--- config.mk ---
export PLATFORM = sky130hd
export DESIGN_NAME = dra_datapath
export DESIGN_NICKNAME = d
export VERILOG_FILES = /design/src/rtl/dra_pkg.sv /design/src/rtl/dra_datapath.sv
export SDC_FILE = /design/constraint.sdc
export NUM_CORES = 2
export LEC_CHECK = 0
export BUFFER_PORTS_ARGS = -buffer_cell sky130_fd_sc_hd__buf_4
export CAP_MARGIN = 40
export CORE_MARGIN = 1.5
export CORE_UTILIZATION = 55
export DETAILED_ROUTE_END_ITERATION = 12
export GPL_ROUTABILITY_DRIVEN = 0
export PLACE_DENSITY_LB_ADDON = 0.3
export SLEW_MARGIN = 20
export SYNTH_ARGS = -nofsm -noshare
export SYNTH_HDL_FRONTEND = slang
export SYNTH_SLANG_ARGS = --single-unit
--- constraint.sdc ---
create_clock -name clk -period 14.5 [get_ports clk]
set_clock_uncertainty 0.2 [all_clocks]
set_input_delay 2.9 -clock clk [delete_from_list [all_inputs] [get_ports clk]]
set_output_delay 2.9 -clock clk [all_outputs]
set_load 0.03 [all_outputs]
--- src/rtl/dra_pkg.sv ---
// Package for the dirty rectangle accumulator: box type, result kinds,
// status codes and controller command/status bundles. No dependencies.
package dra_pkg;

  localparam int MaxRects = 16;
  localparam int IdxW     = $clog2(MaxRects);
  localparam int CntW     = IdxW + 1;

  typedef struct packed {
    logic [15:0] y2;
    logic [15:0] x2;
    logic [15:0] y1;
    logic [15:0] x1;
  } box_t;

  localparam logic [1:0] MODE_MARK = 2'd0;
  localparam logic [1:0] MODE_REQ  = 2'd1;
  localparam logic [1:0] MODE_GRAB = 2'd2;

  localparam logic [1:0] KIND_UPDATE = 2'd0;
  localparam logic [1:0] KIND_REPLY  = 2'd1;
  localparam logic [1:0] KIND_RECT   = 2'd2;
  localparam logic [1:0] KIND_STATUS = 2'd3;

  localparam logic [1:0] ST_OK       = 2'd0;
  localparam logic [1:0] ST_NO_SCAN  = 2'd1;
  localparam logic [1:0] ST_ZERO_MAX = 2'd2;

  // datapath operations
  localparam logic [2:0] OP_NONE   = 3'd0;
  localparam logic [2:0] OP_LOAD   = 3'd1; // capture input beat
  localparam logic [2:0] OP_MRD    = 3'd2; // read store[a], store[b]
  localparam logic [2:0] OP_MTEST  = 3'd3; // area test, merge if it passes
  localparam logic [2:0] OP_MMOVE  = 3'd4; // store[b] <= store[last] (read done)
  localparam logic [2:0] OP_CRD    = 3'd5; // read store[i] for collapse
  localparam logic [2:0] OP_CACC   = 3'd6; // acc <= union(acc, rd)
  localparam logic [2:0] OP_APPEND = 3'd7; // store[total] <= input rect

  typedef struct packed {
    logic [2:0]      op;
    logic [IdxW-1:0] a;
    logic [IdxW-1:0] b;
    logic            wr_acc0;  // store[0] <= acc
  } dp_cmd_t;

  typedef struct packed {
    logic merge_ok;
  } dp_sts_t;

  function automatic box_t box_union(box_t p, box_t q);
    box_t r;
    r.x1 = (p.x1 < q.x1) ? p.x1 : q.x1;
    r.y1 = (p.y1 < q.y1) ? p.y1 : q.y1;
    r.x2 = (p.x2 > q.x2) ? p.x2 : q.x2;
    r.y2 = (p.y2 > q.y2) ? p.y2 : q.y2;
    return r;
  endfunction

endpackage

--- src/rtl/dra_datapath.sv ---
// Datapath of the dirty rectangle accumulator: rectangle store, union and
// area test, collapse accumulator. Depends on dra_pkg.
module dra_datapath (
  input  logic            clk,
  input  dra_pkg::box_t   in_rect,
  input  dra_pkg::dp_cmd_t cmd,
  input  logic [dra_pkg::IdxW-1:0] wr_idx,
  output dra_pkg::dp_sts_t sts,
  output dra_pkg::box_t   rd_q
);
  import dra_pkg::*;

  box_t store [MaxRects];
  box_t ra, rb, rnew, acc, ubox;
  logic signed [17:0] uw, uh, aw, ah, bw, bh;
  logic signed [34:0] ua_r, aa_r, ba_r;
  logic               mrd_d;
  logic               mul_v;

  assign ubox = box_union(ra, rb);
  assign uw = $signed({2'b0, ubox.x2}) - $signed({2'b0, ubox.x1});
  assign uh = $signed({2'b0, ubox.y2}) - $signed({2'b0, ubox.y1});
  assign aw = $signed({2'b0, ra.x2}) - $signed({2'b0, ra.x1});
  assign ah = $signed({2'b0, ra.y2}) - $signed({2'b0, ra.y1});
  assign bw = $signed({2'b0, rb.x2}) - $signed({2'b0, rb.x1});
  assign bh = $signed({2'b0, rb.y2}) - $signed({2'b0, rb.y1});

  // three 18x18 products registered, then add and compare
  always_ff @(posedge clk) begin
    ua_r <= 35'(uw) * 35'(uh);
    aa_r <= 35'(aw) * 35'(ah);
    ba_r <= 35'(bw) * 35'(bh);
    mrd_d <= (cmd.op == OP_MRD);
    mul_v <= mrd_d;
  end

  assign sts.merge_ok = ($signed({ua_r[34], ua_r}) <=
                         ($signed({aa_r[34], aa_r}) + $signed({ba_r[34], ba_r})));
  assign rd_q = ra;

  always_ff @(posedge clk) begin
    case (cmd.op)
      OP_LOAD: rnew <= in_rect;
      OP_MRD: begin
        ra <= store[cmd.a];
        rb <= store[cmd.b];
      end
      OP_MTEST: begin
        if (sts.merge_ok) begin
          store[cmd.a] <= ubox;
          ra <= ubox;
        end
      end
      OP_MMOVE: store[cmd.b] <= store[wr_idx];
      OP_CRD: begin
        ra <= store[cmd.a];
        if (cmd.a == '0) acc <= store[cmd.a];
      end
      OP_CACC: acc <= box_union(acc, ra);
      OP_APPEND: store[wr_idx] <= rnew;
      default: ;
    endcase
    if (cmd.wr_acc0) store[0] <= acc;
  end

  // product registers track the read that fed them
  assert property (@(posedge clk) cmd.op == OP_MTEST |-> mul_v)
    else $error("area test without fresh products");
endmodule

==> out/results.ini <==
[synthesis]
syn_nets = 9731
yosys_warnings = 0
avgSynthCellArea_sq_um = 13.2
syn-instance-count = 8212
synthTopCellsByArea = edfxtp_1 35%, mux4_2 19%, fa_1 17%
yosys.area.top_type = edfxtp_1
synth-edff-count = 1280
async_flop_share = 0
syn_area_sq_um = 108000
yosysTopAreaCellShare = 0.355
yosysSeqAreaShare = 0.373
ys_seq_elements = 1382
ys_types = 88
synth-main-ff-cell = edfxtp_1

[grt]
grt_pass1_wl_mm = 510
antenna_found_initial = 17
overflow = 0
grt_use_total = 0.354
grt_max_degree = 89
grt_pass1_vias = 76300

[worst_setup_path]
crit_required_ns = 14.99
cp-end-kind = register
cp-start-kind = register
cp_max_fo = 31
critical_path.top_delay_family = adder cells
cp_num_buf_inv = 3
cp.arrival_ns = 12.82
cp_slowest_cell = edfxtp_1
worstSetupPathType = register to register
cp_slowest_stage_delay_ns = 0.56
cp_common_cell = fa_1

[timing]
fin_tns_setup_ns = 0
fin_crit_sh = 0.850
min_period_ns = 12.32
max_clock_freq_mhz = 81.1
hold_violations = 0
slew_headroom = 0.334
worst_slack_ns = 2.18
rsz0062_at_grt = false
worst_slew_pin_slew_ns = 1.00
setup_violations = 0
slew_viol_final = 0

[layout]
area_growth_pct = 10.5
fin_nets = 9943
layout-drive-gt1-share = 0.204
stdcell_count = 11200
fillers = 14500

[route]
drc_errors = 0
vias = 74700
routedWlPerCell_um = 31.2
initialDrtViolationCount = 10600
wl_mm = 349
final_antenna_net_count = 0
vias_per_cell = 6.68
drt_pass1_iterations = 9

[die]
core_sq_um = 195000
fp-row-count = 162
initial_core_util = 0.555
dieArea_sq_um = 200000
die-height_um = 447
die_w_um = 447
ios = 146

[min_path]
hp-class = register to register

[placement]
dp.cells = 10900
hpwl_mm = 250
place_ws_ns = 2.19
portBuffers = 145

[clock_tree]
root_buffer = clkbuf_16
cts.sink_count = 1382
clk_pin_slew_worst_paths_ns = 0.07
post_cts_buffers = 0
ctsResizeCount = 0
htree_levels = 4
cts_tree = built
clock_path_buffers = 3
clk_latency_ns = 0.86
cts_buffers = 152
cts_hold_buf = 0

[flow_run]
cap_violations = 0

[run_status]
status = completed

## routing by layer
layer  share of wire  vias up  GRT usage
met3            0.13     1346     0.0943
met5         0.00016        -          0
met1            0.33    37800      0.437
met2            0.45     5573      0.541
met4           0.090        8      0.259
li1                -    30000          -
## metrics by stage
stage	hold slack, ns	cell area (sq um)	utilization
floorplan	0.323	108000	-
global placement	0.335	113000	0.580
detailed placement	0.353	114000	0.585
CTS	0.376	119000	0.611
global route	0.397	120000	0.613
finish	0.377	120000	0.613
## synthesized netlist by cell type, types with 139 or more instances
cell and instances:
clkbuf_1 285, o21ai_0 168, mux2i_1 139, nor2_1 568, fa_1 897, nand2_1 675, mux4_2 894, inv_1 1105
a21oi_1 249, ha_1 541, xnor2_1 179, edfxtp_1 1280
## state kept, by name (all words and copies together) (netlist names)
name / count
aa_r: 34
acc: 64
ba_r: 34
rb: 64
rd_q: 64
rnew: 64
store: 1024
ua_r: 34
## cells by family (layout without fill, tap and decap cells)
| group | after synthesis | in the layout | synth area share |
|---|---|---|---|
| flip-flops | 1382 | 1382 | 0.373 |
| buffers and inverters | 1503 | 1840 | 0.0523 |
| adder cells (fa/ha/maj) | 1439 | 1439 | 0.228 |
| other | 0 | 9 | 0 |
| multiplexers | 1114 | 1114 | 0.207 |
| XOR/XNOR | 250 | 250 | 0.0204 |
| AND/OR/NAND/NOR | 1649 | 1649 | 0.0659 |
| AO/OA/AOI/OAI | 875 | 875 | 0.0528 |
## path summary, 6_finish.rpt
path              cells after the start           to  slack, ns  startpoint
setup / recovery                     42     ua_r[33]       2.18    rd_q[62]
hold / removal                        2  store[0][0]       0.38      acc[0]
setup reg to reg                     42     ua_r[33]       2.18    rd_q[62]
hold reg to reg                       2  store[0][0]       0.38      acc[0]
## final cells by class
| type | count | area [sq um] | share of cell area |
|---|---|---|---|
| multi-input combinational | 5327 | 62600 | 0.523 |
| clock buffer | 192 | 4050 | 0.0338 |
| clock inverter | 87 | 1060 | 0.00882 |
| tap | 2624 | 3280 | 0.0274 |
| antenna | 9 | 22.5 | 0.000188 |
| sequential | 1382 | 40500 | 0.338 |
| timing repair buffer | 455 | 4130 | 0.0345 |
| inverter | 1106 | 4150 | 0.0347 |
## worst min-delay path, delay by kind of cell, from the launching register on
family,cells,cell delay (ns)
flip-flops,1,0.35
AO/OA/AOI/OAI,1,0.05
AND/OR/NAND/NOR,1,0.07
## layout by cell type, fill, tap and decap left out, types with 78 or more instances in the layout
master / n
edfxtp_1: 1280
inv_1: 1105
fa_1: 897
mux4_2: 894
nand2_1: 672
nor2_1: 547
ha_1: 541
buf_4: 389
a21oi_1: 249
xnor2_1: 169
o21ai_0: 167
clkbuf_16: 154
mux2i_1: 137
a21o_1: 121
dfxtp_1: 102
and2_1: 87
mux2_2: 78
Power is not shown: default switching activity piles up to over one toggle a cycle in this logic, so the estimate is an artifact.
