===== config.mk =====
export PLATFORM = sky130hd
export DESIGN_NAME = dra_ctrl
export DESIGN_NICKNAME = d
export VERILOG_FILES = /design/src/rtl/dra_pkg.sv /design/src/rtl/dra_ctrl.sv
export SDC_FILE = /design/constraint.sdc
export NUM_CORES = 1
export LEC_CHECK = 0
export ABC_AREA = 1
export BUFFER_PORTS_ARGS = -buffer_cell sky130_fd_sc_hd__buf_2
export CAP_MARGIN = 10
export CORE_MARGIN = 1.5
export CORE_UTILIZATION = 45
export CTS_BUF_LIST = sky130_fd_sc_hd__clkbuf_2
export CTS_CLUSTER_DIAMETER = 100
export DETAILED_ROUTE_END_ITERATION = 7
export PLACE_DENSITY = 0.72
export SYNTH_ARGS = -nofsm -noshare
export SYNTH_HDL_FRONTEND = slang
export SYNTH_SLANG_ARGS = --single-unit

===== constraint.sdc =====
create_clock -name clk -period 19.8 [get_ports clk]
set_clock_uncertainty 0.1 [all_clocks]
set_input_delay 0.99 -clock clk [delete_from_list [all_inputs] [get_ports clk]]
set_output_delay 0.99 -clock clk [all_outputs]
set_load 0.05 [all_outputs]

===== src/rtl/dra_pkg.sv =====
// Package for the dirty rectangle accumulator: box type, result kinds,
// status codes and controller command/status bundles. No dependencies.
package dra_pkg;

  localparam int MaxRects = 16;
  localparam int IdxW     = $clog2(MaxRects);
  localparam int CntW     = IdxW + 1;

  typedef struct packed {
    logic [15:0] y2;
    logic [15:0] x2;
    logic [15:0] y1;
    logic [15:0] x1;
  } box_t;

  localparam logic [1:0] MODE_MARK = 2'd0;
  localparam logic [1:0] MODE_REQ  = 2'd1;
  localparam logic [1:0] MODE_GRAB = 2'd2;

  localparam logic [1:0] KIND_UPDATE = 2'd0;
  localparam logic [1:0] KIND_REPLY  = 2'd1;
  localparam logic [1:0] KIND_RECT   = 2'd2;
  localparam logic [1:0] KIND_STATUS = 2'd3;

  localparam logic [1:0] ST_OK       = 2'd0;
  localparam logic [1:0] ST_NO_SCAN  = 2'd1;
  localparam logic [1:0] ST_ZERO_MAX = 2'd2;

  // datapath operations
  localparam logic [2:0] OP_NONE   = 3'd0;
  localparam logic [2:0] OP_LOAD   = 3'd1; // capture input beat
  localparam logic [2:0] OP_MRD    = 3'd2; // read store[a], store[b]
  localparam logic [2:0] OP_MTEST  = 3'd3; // area test, merge if it passes
  localparam logic [2:0] OP_MMOVE  = 3'd4; // store[b] <= store[last] (read done)
  localparam logic [2:0] OP_CRD    = 3'd5; // read store[i] for collapse
  localparam logic [2:0] OP_CACC   = 3'd6; // acc <= union(acc, rd)
  localparam logic [2:0] OP_APPEND = 3'd7; // store[total] <= input rect

  typedef struct packed {
    logic [2:0]      op;
    logic [IdxW-1:0] a;
    logic [IdxW-1:0] b;
    logic            wr_acc0;  // store[0] <= acc
  } dp_cmd_t;

  typedef struct packed {
    logic merge_ok;
  } dp_sts_t;

  function automatic box_t box_union(box_t p, box_t q);
    box_t r;
    r.x1 = (p.x1 < q.x1) ? p.x1 : q.x1;
    r.y1 = (p.y1 < q.y1) ? p.y1 : q.y1;
    r.x2 = (p.x2 > q.x2) ? p.x2 : q.x2;
    r.y2 = (p.y2 > q.y2) ? p.y2 : q.y2;
    return r;
  endfunction

endpackage


===== src/rtl/dra_ctrl.sv =====
// Controller of the dirty rectangle accumulator: sequences merge, collapse,
// append and grab readout; owns the count and the pending flag. Uses dra_pkg.
module dra_ctrl (
  input  logic        clk,
  input  logic        rst,
  input  logic        s_valid,
  output logic        s_ready,
  input  logic [1:0]  mode,
  input  logic        scan,
  input  logic [4:0]  lim,
  output dra_pkg::dp_cmd_t cmd,
  output logic [dra_pkg::IdxW-1:0] wr_idx,
  input  dra_pkg::dp_sts_t sts,
  input  dra_pkg::box_t rd_q,
  output logic        o_valid,
  input  logic        o_ready,
  output logic [1:0]  o_kind,
  output dra_pkg::box_t o_box,
  output logic        o_reply,
  output logic [1:0]  o_status,
  output logic [4:0]  o_count,
  output logic        o_last
);
  import dra_pkg::*;

  localparam logic [3:0] S_IDLE  = 4'd0;
  localparam logic [3:0] S_MRD   = 4'd1;
  localparam logic [3:0] S_MMUL  = 4'd2;
  localparam logic [3:0] S_MTEST = 4'd3;
  localparam logic [3:0] S_MMOVE = 4'd4;
  localparam logic [3:0] S_CRD   = 4'd5;
  localparam logic [3:0] S_CACC  = 4'd6;
  localparam logic [3:0] S_CWR   = 4'd7;
  localparam logic [3:0] S_POST  = 4'd8;
  localparam logic [3:0] S_GRD   = 4'd9;
  localparam logic [3:0] S_GOUT  = 4'd10;
  localparam logic [3:0] S_OUT   = 4'd11;
  localparam logic [3:0] S_APP   = 4'd12;

  logic [3:0]      state;
  logic [CntW-1:0] total;
  logic            pending;
  logic [IdxW-1:0] ia, ib;
  logic [CntW-1:0] ci;
  logic            is_grab;
  logic [4:0]      limit;

  assign s_ready = (state == S_IDLE) && !o_valid;
  assign wr_idx  = (state == S_APP) ? total[IdxW-1:0] : IdxW'(total - 1'b1);

  always_comb begin
    cmd = '0;
    cmd.a = ia;
    cmd.b = ib;
    case (state)
      S_IDLE:  cmd.op = (s_valid && s_ready) ? OP_LOAD : OP_NONE;
      S_MRD:   cmd.op = OP_MRD;
      S_MTEST: cmd.op = OP_MTEST;
      S_MMOVE: cmd.op = OP_MMOVE;
      S_CRD: begin
        cmd.op = OP_CRD;
        cmd.a = ci[IdxW-1:0];
      end
      S_CACC:  cmd.op = OP_CACC;
      S_CWR:   cmd.wr_acc0 = 1'b1;
      S_APP:   cmd.op = OP_APPEND;
      S_GRD: begin
        cmd.op = OP_CRD;
        cmd.a = ci[IdxW-1:0];
      end
      default: cmd.op = OP_NONE;
    endcase
  end

  always_ff @(posedge clk) begin
    if (rst) begin
      state <= S_IDLE;
      total <= '0;
      pending <= 1'b0;
      o_valid <= 1'b0;
    end else begin
      // S_GOUT reloads the output itself
      if (o_valid && o_ready && state != S_GOUT) o_valid <= 1'b0;
      case (state)
        S_IDLE: if (s_valid && s_ready) begin
          o_box <= '0; o_reply <= 1'b0; o_status <= ST_OK; o_count <= '0; o_last <= 1'b1;
          is_grab <= (mode == MODE_GRAB);
          limit <= lim;
          ia <= '0; ib <= IdxW'(1);
          case (mode)
            MODE_MARK: if (scan) begin
              state <= (total >= CntW'(MaxRects)) ? S_MRD : S_APP;
            end
            MODE_REQ: begin
              o_kind <= KIND_REPLY;
              o_valid <= 1'b1;
              if (!pending) begin
                if (total != '0) o_reply <= 1'b1;
                else pending <= 1'b1;
              end
            end
            MODE_GRAB: begin
              o_kind <= KIND_STATUS;
              if (!scan) begin
                o_status <= ST_NO_SCAN; o_valid <= 1'b1;
              end else if (lim == '0) begin
                o_status <= ST_ZERO_MAX; o_valid <= 1'b1;
              end else if (total > CntW'(1)) state <= S_MRD;
              else state <= S_POST;
            end
            default: ;
          endcase
        end
        S_MRD:   state <= S_MMUL;
        S_MMUL:  state <= S_MTEST;
        S_MTEST: begin
          if (sts.merge_ok) state <= S_MMOVE;
          else if (CntW'(ib) + 1'b1 < total) begin
            ib <= ib + 1'b1; state <= S_MRD;
          end else if (CntW'(ia) + 2'd2 < total) begin
            ia <= ia + 1'b1; ib <= ia + 2'd2; state <= S_MRD;
          end else state <= S_POST;
        end
        S_MMOVE: begin
          total <= total - 1'b1;
          ib <= ia + 1'b1;
          if (CntW'(ia) + 2'd2 < total) state <= S_MRD;
          else state <= S_POST;
        end
        S_POST: begin
          ci <= '0;
          if (is_grab ? (total > CntW'(limit)) : (total >= CntW'(MaxRects)))
            state <= S_CRD;
          else if (is_grab) begin
            if (total == '0) begin
              o_valid <= 1'b1; state <= S_IDLE;
            end else state <= S_GRD;
          end else state <= S_APP;
        end
        S_CRD:  state <= S_CACC;
        S_CACC: begin
          if (ci + 1'b1 < total) begin
            ci <= ci + 1'b1; state <= S_CRD;
          end else state <= S_CWR;
        end
        S_CWR: begin
          total <= CntW'(1);
          if (is_grab) begin
            ci <= '0; state <= S_GRD;
          end else state <= S_APP;
        end
        S_APP: begin
          total <= total + 1'b1;
          if (pending) begin
            pending <= 1'b0;
            o_kind <= KIND_UPDATE;
            o_valid <= 1'b1;
          end
          state <= S_IDLE;
        end
        S_GRD: state <= S_GOUT;
        S_GOUT: if (!o_valid || o_ready) begin
          o_kind <= KIND_RECT;
          o_box <= rd_q;
          o_count <= 5'(total);
          o_last <= (ci + 1'b1 == total);
          o_valid <= 1'b1;
          if (ci + 1'b1 == total) begin
            total <= '0; state <= S_OUT;
          end else begin
            ci <= ci + 1'b1; state <= S_GRD;
          end
        end
        S_OUT: state <= S_IDLE;
        default: state <= S_IDLE;
      endcase
    end
  end

  // a waiting result beat holds until the sink takes it
  assert property (@(posedge clk) disable iff (rst)
    o_valid && !o_ready |=> o_valid && $stable(o_kind) && $stable(o_box) &&
      $stable(o_reply) && $stable(o_status) && $stable(o_count) && $stable(o_last))
    else $error("result beat changed while waiting");
  assert property (@(posedge clk) disable iff (rst) total <= CntW'(MaxRects))
    else $error("rectangle count overflow");
  assert property (@(posedge clk) disable iff (rst)
    state == S_APP |-> total < CntW'(MaxRects))
    else $error("append into full store");
endmodule


==> results of run 1 <==
## state kept, by name, indices dropped and copies added (netlist names)
name and cells:
o_box 64, ci 5, limit 5, o_count 5
total 5, ia 4, ib 4, state 4
o_kind 2, o_status 2, is_grab 1, o_last 1
o_reply 1, o_valid 1, pending 1
## per-stage QoR
step	power (mW)	std cells	utilization	instance area [sq um]	hold slack, ns
2_1_floorplan	0.4651	600	-	5525	0.4238
3_3_place_gp	0.5138	907	0.5436	6530	0.4592
3_5_place_dp	0.5184	907	0.5436	6530	0.4813
4_1_cts	0.6072	923	0.5510	6619	0.3801
5_1_grt	0.6350	923	0.5510	6619	0.3896
6_report	0.6029	923	0.5510	6619	0.4239
## routing by layer
metal	track usage	wire, um	vias to the layer above
met5	0	0	-
met4	0.06667	170	0
met3	0.03932	984	12
met2	0.3618	6523	173
met1	0.2622	5683	2124
li1	-	-	2268
## where the power goes
| part | switching [mW] | internal, mW | total [mW] |
|---|---|---|---|
| Sequential | 0.0125 | 0.274 | 0.286 |
| Clock | 0.0712 | 0.0182 | 0.0894 |
| Combinational | 0.174 | 0.0536 | 0.227 |
| Total | 0.257 | 0.345 | 0.603 |
## critical path: stages (launching register included)
cell and delay [ns]:
dfxtp_1 0.62, inv_1 0.24, ha_1 0.28, xnor2_1 0.14, o21ai_0 0.21, buf_2 0.30
## synth_stat cells (4+ instances only)
cell type and instances:
inv_2 7, o21ai_1 5, nor2_1 117, nor2_4 5, clkbuf_1 6, nand2_1 76, xor2_1 5, nor3_1 9
nand4_1 4, nand2_2 8, dfxtp_1 11, ha_1 30, inv_1 118, nand3_1 20, a21oi_1 22, o21ai_0 23
edfxtp_1 94
## cell type report
cell class              instances  area, sq um  area share
clock buffers                  12        60.06    0.009074
clock inverters                 4        28.78    0.004348
inverters                     128        488.0     0.07372
multi-input cells             356         1954      0.2953
flip-flops and latches        105         3043      0.4597
well taps                     147        183.9     0.02779
repair buffers                171        860.8      0.1301
## cells by family (layout without fill, tap and decap cells)
kind of cell             count (synthesis)  in the layout  synth area share
AO/OA/AOI/OAI                           65             65           0.06477
flip-flops                             105            105            0.5507
AND/OR/NAND/NOR                        253            253            0.2061
XOR/XNOR                                 8              8           0.01268
adder cells (fa/ha/maj)                 30             30           0.06793
buffers and inverters                  139            315           0.09782
## worst max-delay path by stage
stage / start / to / slack [ns] / cells after the start
floorplan: rst / o_box[0] / 12.52 / 4
global placement: ci[0] / ci[0] / 16.81 / 14
detailed placement: ci[0] / ci[2] / 16.62 / 13
CTS: total[0] / wr_idx[2] / 16.24 / 5
global route: total[0] / wr_idx[2] / 16.13 / 5
finish: total[0] / wr_idx[2] / 16.29 / 5
==> flow_metrics.env, run 1 <==
export IMPL_outcome="finished, final reports clean"
export IMPL_portBuffers=169
export IMPL_ys_types=42
export IMPL_synth_edf_count=94
export IMPL_period_needed_ns=3.511
export IMPL_r2r_start="ci[0]"
export IMPL_rr_worst_depth=13
export IMPL_cts_resized=0
export IMPL_cts_tree="built"
export IMPL_ios=170
export IMPL_htree_levels=3
export IMPL_initial_core_util=0.4600
export IMPL_ir_drop_uv=55.47
export IMPL_nets=878
export IMPL_powerDensity_mw_per_mm2=91.08
export IMPL_grt_max_degree=75
export IMPL_core_area_sq_mm=0.01201
export IMPL_crit_path_start_kind="register"
export IMPL_vias=4577
export IMPL_max_cap_viol_count=0
export IMPL_fin_tns_setup_ns=0
export IMPL_drt_initial_drc_count=391
export IMPL_synth_nets=707
export IMPL_die_area_sq_mm=0.01295
export IMPL_postSynthCellCount=600
export IMPL_wl_per_cell_um=14.48
export IMPL_cp_end_kind="output pin"
export IMPL_ys_seq_elements=105
export IMPL_grt_pass1_wl_mm=20.87
export IMPL_overflow=0
export IMPL_areaGrowthSynthToFinish_pct=19.79
export IMPL_layout_commonest_cell="buf_2"
export IMPL_synth_warnings=0
export IMPL_hold_path_depth=1
export IMPL_fill_cells=1073
export IMPL_setup_viol=0
export IMPL_drc_errors=0
export IMPL_clock_path_buffers=2
export IMPL_fin_crit_sh=0.1773
export IMPL_maxSlewViolCount=0
export IMPL_fmax_ghz=0.2848
export IMPL_clk_latency_ns=0.62
export IMPL_avgViaCountPerCell=4.959
export IMPL_synth_top_area_frac=0.5109
export IMPL_timing_hold_violations_final=0
export IMPL_setup_ws_ns=16.29
export IMPL_cts_root_buffer_cell="clkbuf_2"
export IMPL_r2r_slack_ns=16.63
export IMPL_grt_antenna_before_repair=0
export IMPL_mostFrequentLayoutCells="buf_2, inv_1, nor2_1"
export IMPL_grt_pass1_vias=4300
export IMPL_gp_congestion=0.9390
export IMPL_hold_path_class="in -> reg"
export IMPL_synth_top_area_cell="edfxtp_1"
export IMPL_pre_cts_slack_ns=16.62
export IMPL_grtUsageTotal=0.2079
export IMPL_synth_flop_cell="edfxtp_1"
export IMPL_cts_inserted_buffers=9
export IMPL_drive_above_1_share=0.2835
export IMPL_r2r_end="ci[1]"
export IMPL_critPathRequiredTime_ns=18.71
export IMPL_cp_data_arrival_time_ns=2.42
export IMPL_syn_area_per_cell_sq_um=9.209
export IMPL_postCtsSetupBuffers=0
export IMPL_clk_pin_slew_ns=0.30
export IMPL_rsz0062_at_grt="no"
export IMPL_worst_pin_slew_ns=0.9691
export IMPL_hp_start="lim[4]"
export IMPL_min_to="limit[4]"
export IMPL_slew_headroom=0.3480
export IMPL_critical_path_max_fanout=9
export IMPL_die_y_um=113.8
export IMPL_antenna_left=0
export IMPL_post_dp_hpwl_mm=10.14
export IMPL_diodes=0
export IMPL_cts_hold_buffers=0
export IMPL_routed_wl_mm=13.36
export IMPL_p_leak_nw=3.289
export IMPL_syn_area_sq_mm=0.005525
export IMPL_cts_sinks=105
export IMPL_postSynth_asyncResetShare=0
export IMPL_yosys_top_cells_area="edfxtp_1, inv_1, nor2_1"
export IMPL_critical_path_class="reg -> out"
export IMPL_ys_seq_area_frac=0.5507
export IMPL_dieWidth_um=113.8
export IMPL_dr_pass1_iters=5
export IMPL_std_cell_rows=40
(Power assumes the default switching activity.)
==> inputs of run 2 (changes only) <==
- ABC_AREA: 1 -> 0
- PLACE_DENSITY: 0.72 -> 0.74
- clock period: 19.8 -> 2.8 ns (I/O delays scaled with it)
==> flow_metrics.env, run 2 <==
export IMPL_gp_congestion=0.8436
export IMPL_hold_path_class="in -> reg"
export IMPL_layout_commonest_cell="buf_2"
export IMPL_cts_inserted_buffers=9
export IMPL_path_buf_inv=2
export IMPL_htree_levels=3
export IMPL_overflow=0
export IMPL_critical_path_class="reg -> reg"
export IMPL_areaGrowthSynthToFinish_pct=38.19
export IMPL_syn_area_per_cell_sq_um=11.60
export IMPL_nets=834
export IMPL_cpMostUsedCell="buf_4"
export IMPL_powerDensity_mw_per_mm2=1038
export IMPL_synth_warnings=0
export IMPL_dr_pass1_iters=5
export IMPL_std_cell_rows=39
export IMPL_avgViaCountPerCell=5.335
export IMPL_grt_antenna_before_repair=0
export IMPL_cts_root_buffer_cell="clkbuf_2"
export IMPL_clk_pin_slew_ns=0.27
export IMPL_largest_register_ffs=64
export IMPL_syn_area_sq_mm=0.005441
export IMPL_maxSlewViolCount=0
export IMPL_rr_worst_depth=10
export IMPL_drt_initial_drc_count=307
export IMPL_postSynth_asyncResetShare=0
export IMPL_r2r_end="ci[3]"
export IMPL_core_area_sq_mm=0.01161
export IMPL_cp_top_family="compound AO/OA/AOI/OAI gates"
export IMPL_post_dp_hpwl_mm=9.659
export IMPL_cp_num_cells=10
export IMPL_totalPowerFinal_mw=7.809
export IMPL_yosys_top_cells_count="edfxtp_1, and2_1, ha_1"
export IMPL_diodes=0
export IMPL_swShare=0.5085
export IMPL_postSynthCellCount=469
export IMPL_initial_core_util=0.4685
export IMPL_clock_path_buffers=2
export IMPL_regArea_sq_mm=0.003045
export IMPL_clk_latency_ns=0.61
export IMPL_cp_data_arrival_time_ns=2.98
export IMPL_die_y_um=113.0
export IMPL_synth_flop_cell="edfxtp_1"
export IMPL_setup_viol=0
export IMPL_critical_path_max_fanout=5
export IMPL_fin_crit_sh=0.9715
export IMPL_r2r_slack_ns=0.08
export IMPL_synth_edf_count=94
export IMPL_grtUsageTotal=0.2276
export IMPL_period_needed_ns=2.720
export IMPL_cp_startpoint="ci[1]"
export IMPL_crit_path_end="ci[3]"
export IMPL_synth_top_area_frac=0.5187
export IMPL_largest_register="o_box"
export IMPL_mostFrequentLayoutCells="buf_2, edfxtp_1, dlygate4sd3_1"
export IMPL_critPathRequiredTime_ns=3.06
export IMPL_dieWidth_um=113.0
export IMPL_p_sw_mw=3.971
export IMPL_slowest_stage="edfxtp_1"
export IMPL_crit_path_start_kind="register"
export IMPL_max_cap_viol_count=0
export IMPL_cts_sinks=105
export IMPL_worst_pin_slew_ns=0.5142
export IMPL_ios=170
export IMPL_synth_nets=576
export IMPL_wl_per_cell_um=16.81
export IMPL_cell_internal_pwr_mw=3.838
export IMPL_slowest_delay_ns=0.48
export IMPL_ys_seq_area_frac=0.5592
export IMPL_timing_hold_violations_final=0
export IMPL_ys_seq_elements=105
export IMPL_portBuffers=169
export IMPL_grt_max_degree=71
export IMPL_p_clk_frac=0.092
export IMPL_cp_end_kind="register"
export IMPL_place_area_sq_mm=0.006569
export IMPL_fill_cells=877
export IMPL_drc_errors=0
export IMPL_grt_pass1_vias=4576
export IMPL_die_area_sq_mm=0.01276
export IMPL_vias=4663
export IMPL_ir_drop_uv=545.6
export IMPL_p_leak_nw=3.207
export IMPL_grt_pass1_wl_mm=22.65
export IMPL_yosysMostFrequentCell="edfxtp_1"
export IMPL_yosys_top_cells_area="edfxtp_1, and2_1, ha_1"
export IMPL_routed_wl_mm=14.69
export IMPL_ys_types=68
export IMPL_power_frac_comb=0.584
export IMPL_crit_chain="ha_2, buf_4, nand3_1, xnor2_1, ha_1, and4_1, a221o_1, a41oi_2, nor3b_2, buf_4"
export IMPL_cts_tree="built"
export IMPL_outcome="finished, final reports clean"
export IMPL_r2r_start="ci[1]"
export IMPL_fin_area_sq_mm=0.007520
export IMPL_multi_input_area_sq_mm=0.002290
export IMPL_antenna_left=0
export IMPL_slew_headroom=0.6543
export IMPL_p_seq_frac=0.325
export IMPL_drive_above_1_share=0.3201
export IMPL_fmax_ghz=0.3676
export IMPL_synth_top_area_cell="edfxtp_1"
## run 2: changes by cell type in the layout (fill, tap and decap cells not counted), sizes merged, moves of 8 or more
cell	before	now
dlygate4sd3	0	78
and2	0	67
o21ai	28	20
buf	171	191
nor2	124	28
nand3	21	9
inv	128	22
nand2	88	18
nand2b	0	8
## run 2: timing repair
| action | 4_1_cts | 5_1_grt |
|---|---|---|
| hold endpoints to repair | 87 | 0 |
| pin swaps | 0 | 5 |
| endpoints found under the setup margin | 5 | 14 |
| setup buffers | 0 | 3 |
| gates resized for setup | 3 | 6 |
| hold buffers | 78 | 0 |
## run 2: cell families after synthesis
group                    count (synthesis)  synth area share
AO/OA/AOI/OAI                           95            0.1157
XOR/XNOR                                12           0.01931
adder cells (fa/ha/maj)                 30           0.06898
buffers and inverters                   44           0.03196
flip-flops                             105            0.5592
multiplexers                             8           0.01564
AND/OR/NAND/NOR                        175            0.1892
## run 2: stage by stage
| step | worst slack (ns) | TNS, ns | hold WS [ns] | utilization | std cells |
|---|---|---|---|---|---|
| finish | 0.07986 | 0 | 0.1418 | 0.6475 | 874 |
| global route | -0.02637 | -0.1167 | 0.1170 | 0.6475 | 874 |
| CTS | 0.0004241 | 0 | 0.09942 | 0.6431 | 871 |
| detailed placement | -0.06106 | -0.2441 | 0.2400 | 0.5656 | 778 |
| global placement | -0.009087 | -0.03632 | 0.2291 | 0.5656 | 778 |
| floorplan | -0.4676 | -32.79 | 0.1185 | - | 469 |
## run 2: cell type report
class	instances	area share
flip-flops and latches	105	0.4050
inverters	21	0.01065
repair buffers	270	0.2418
clock buffers	11	0.007321
multi-input cells	320	0.3045
clock inverters	4	0.006988
well taps	143	0.02379
## run 2: worst min-delay path by stage
stage | endpoint | depth (start not counted) | from
global route | limit[0] | 2 | lim[0]
CTS | limit[1] | 2 | lim[1]
floorplan | state[3] | 1 | rst
global placement | limit[4] | 1 | lim[4]
detailed placement | limit[1] | 1 | lim[1]
finish | limit[3] | 2 | lim[3]
## run 2: per-layer routing
layer | up-vias | share of wire | routed length [um] | track usage
met5 | - | 0 | 0 | 0
met4 | 0 | 0.024 | 349 | 0.08583
met3 | 28 | 0.060 | 888 | 0.03696
met2 | 192 | 0.52 | 7694 | 0.4341
met1 | 2211 | 0.39 | 5759 | 0.2543
li1 | 2232 | - | - | -
## run 2: worst register-to-register path: cells and delay by family, from the launching register on
family	cells	cell delay (ns)
AND/OR/NAND/NOR	3	0.45
AO/OA/AOI/OAI	2	0.53
buffers and inverters	2	0.29
XOR/XNOR	1	0.14
adder cells (fa/ha/maj)	2	0.49
flip-flops	1	0.48
## run 2: power groups by stage
stage / Clock [mW] / Combinational (mW) / Sequential (mW)
5_1_grt: 0.787 / 4.83 / 2.58
3_5_place_dp: 0 / 4.35 / 2.56
6_report: 0.715 / 4.56 / 2.53
3_3_place_gp: 0 / 4.29 / 2.54
4_1_cts: 0.739 / 4.48 / 2.52
2_1_floorplan: 0 / 2.02 / 3.85
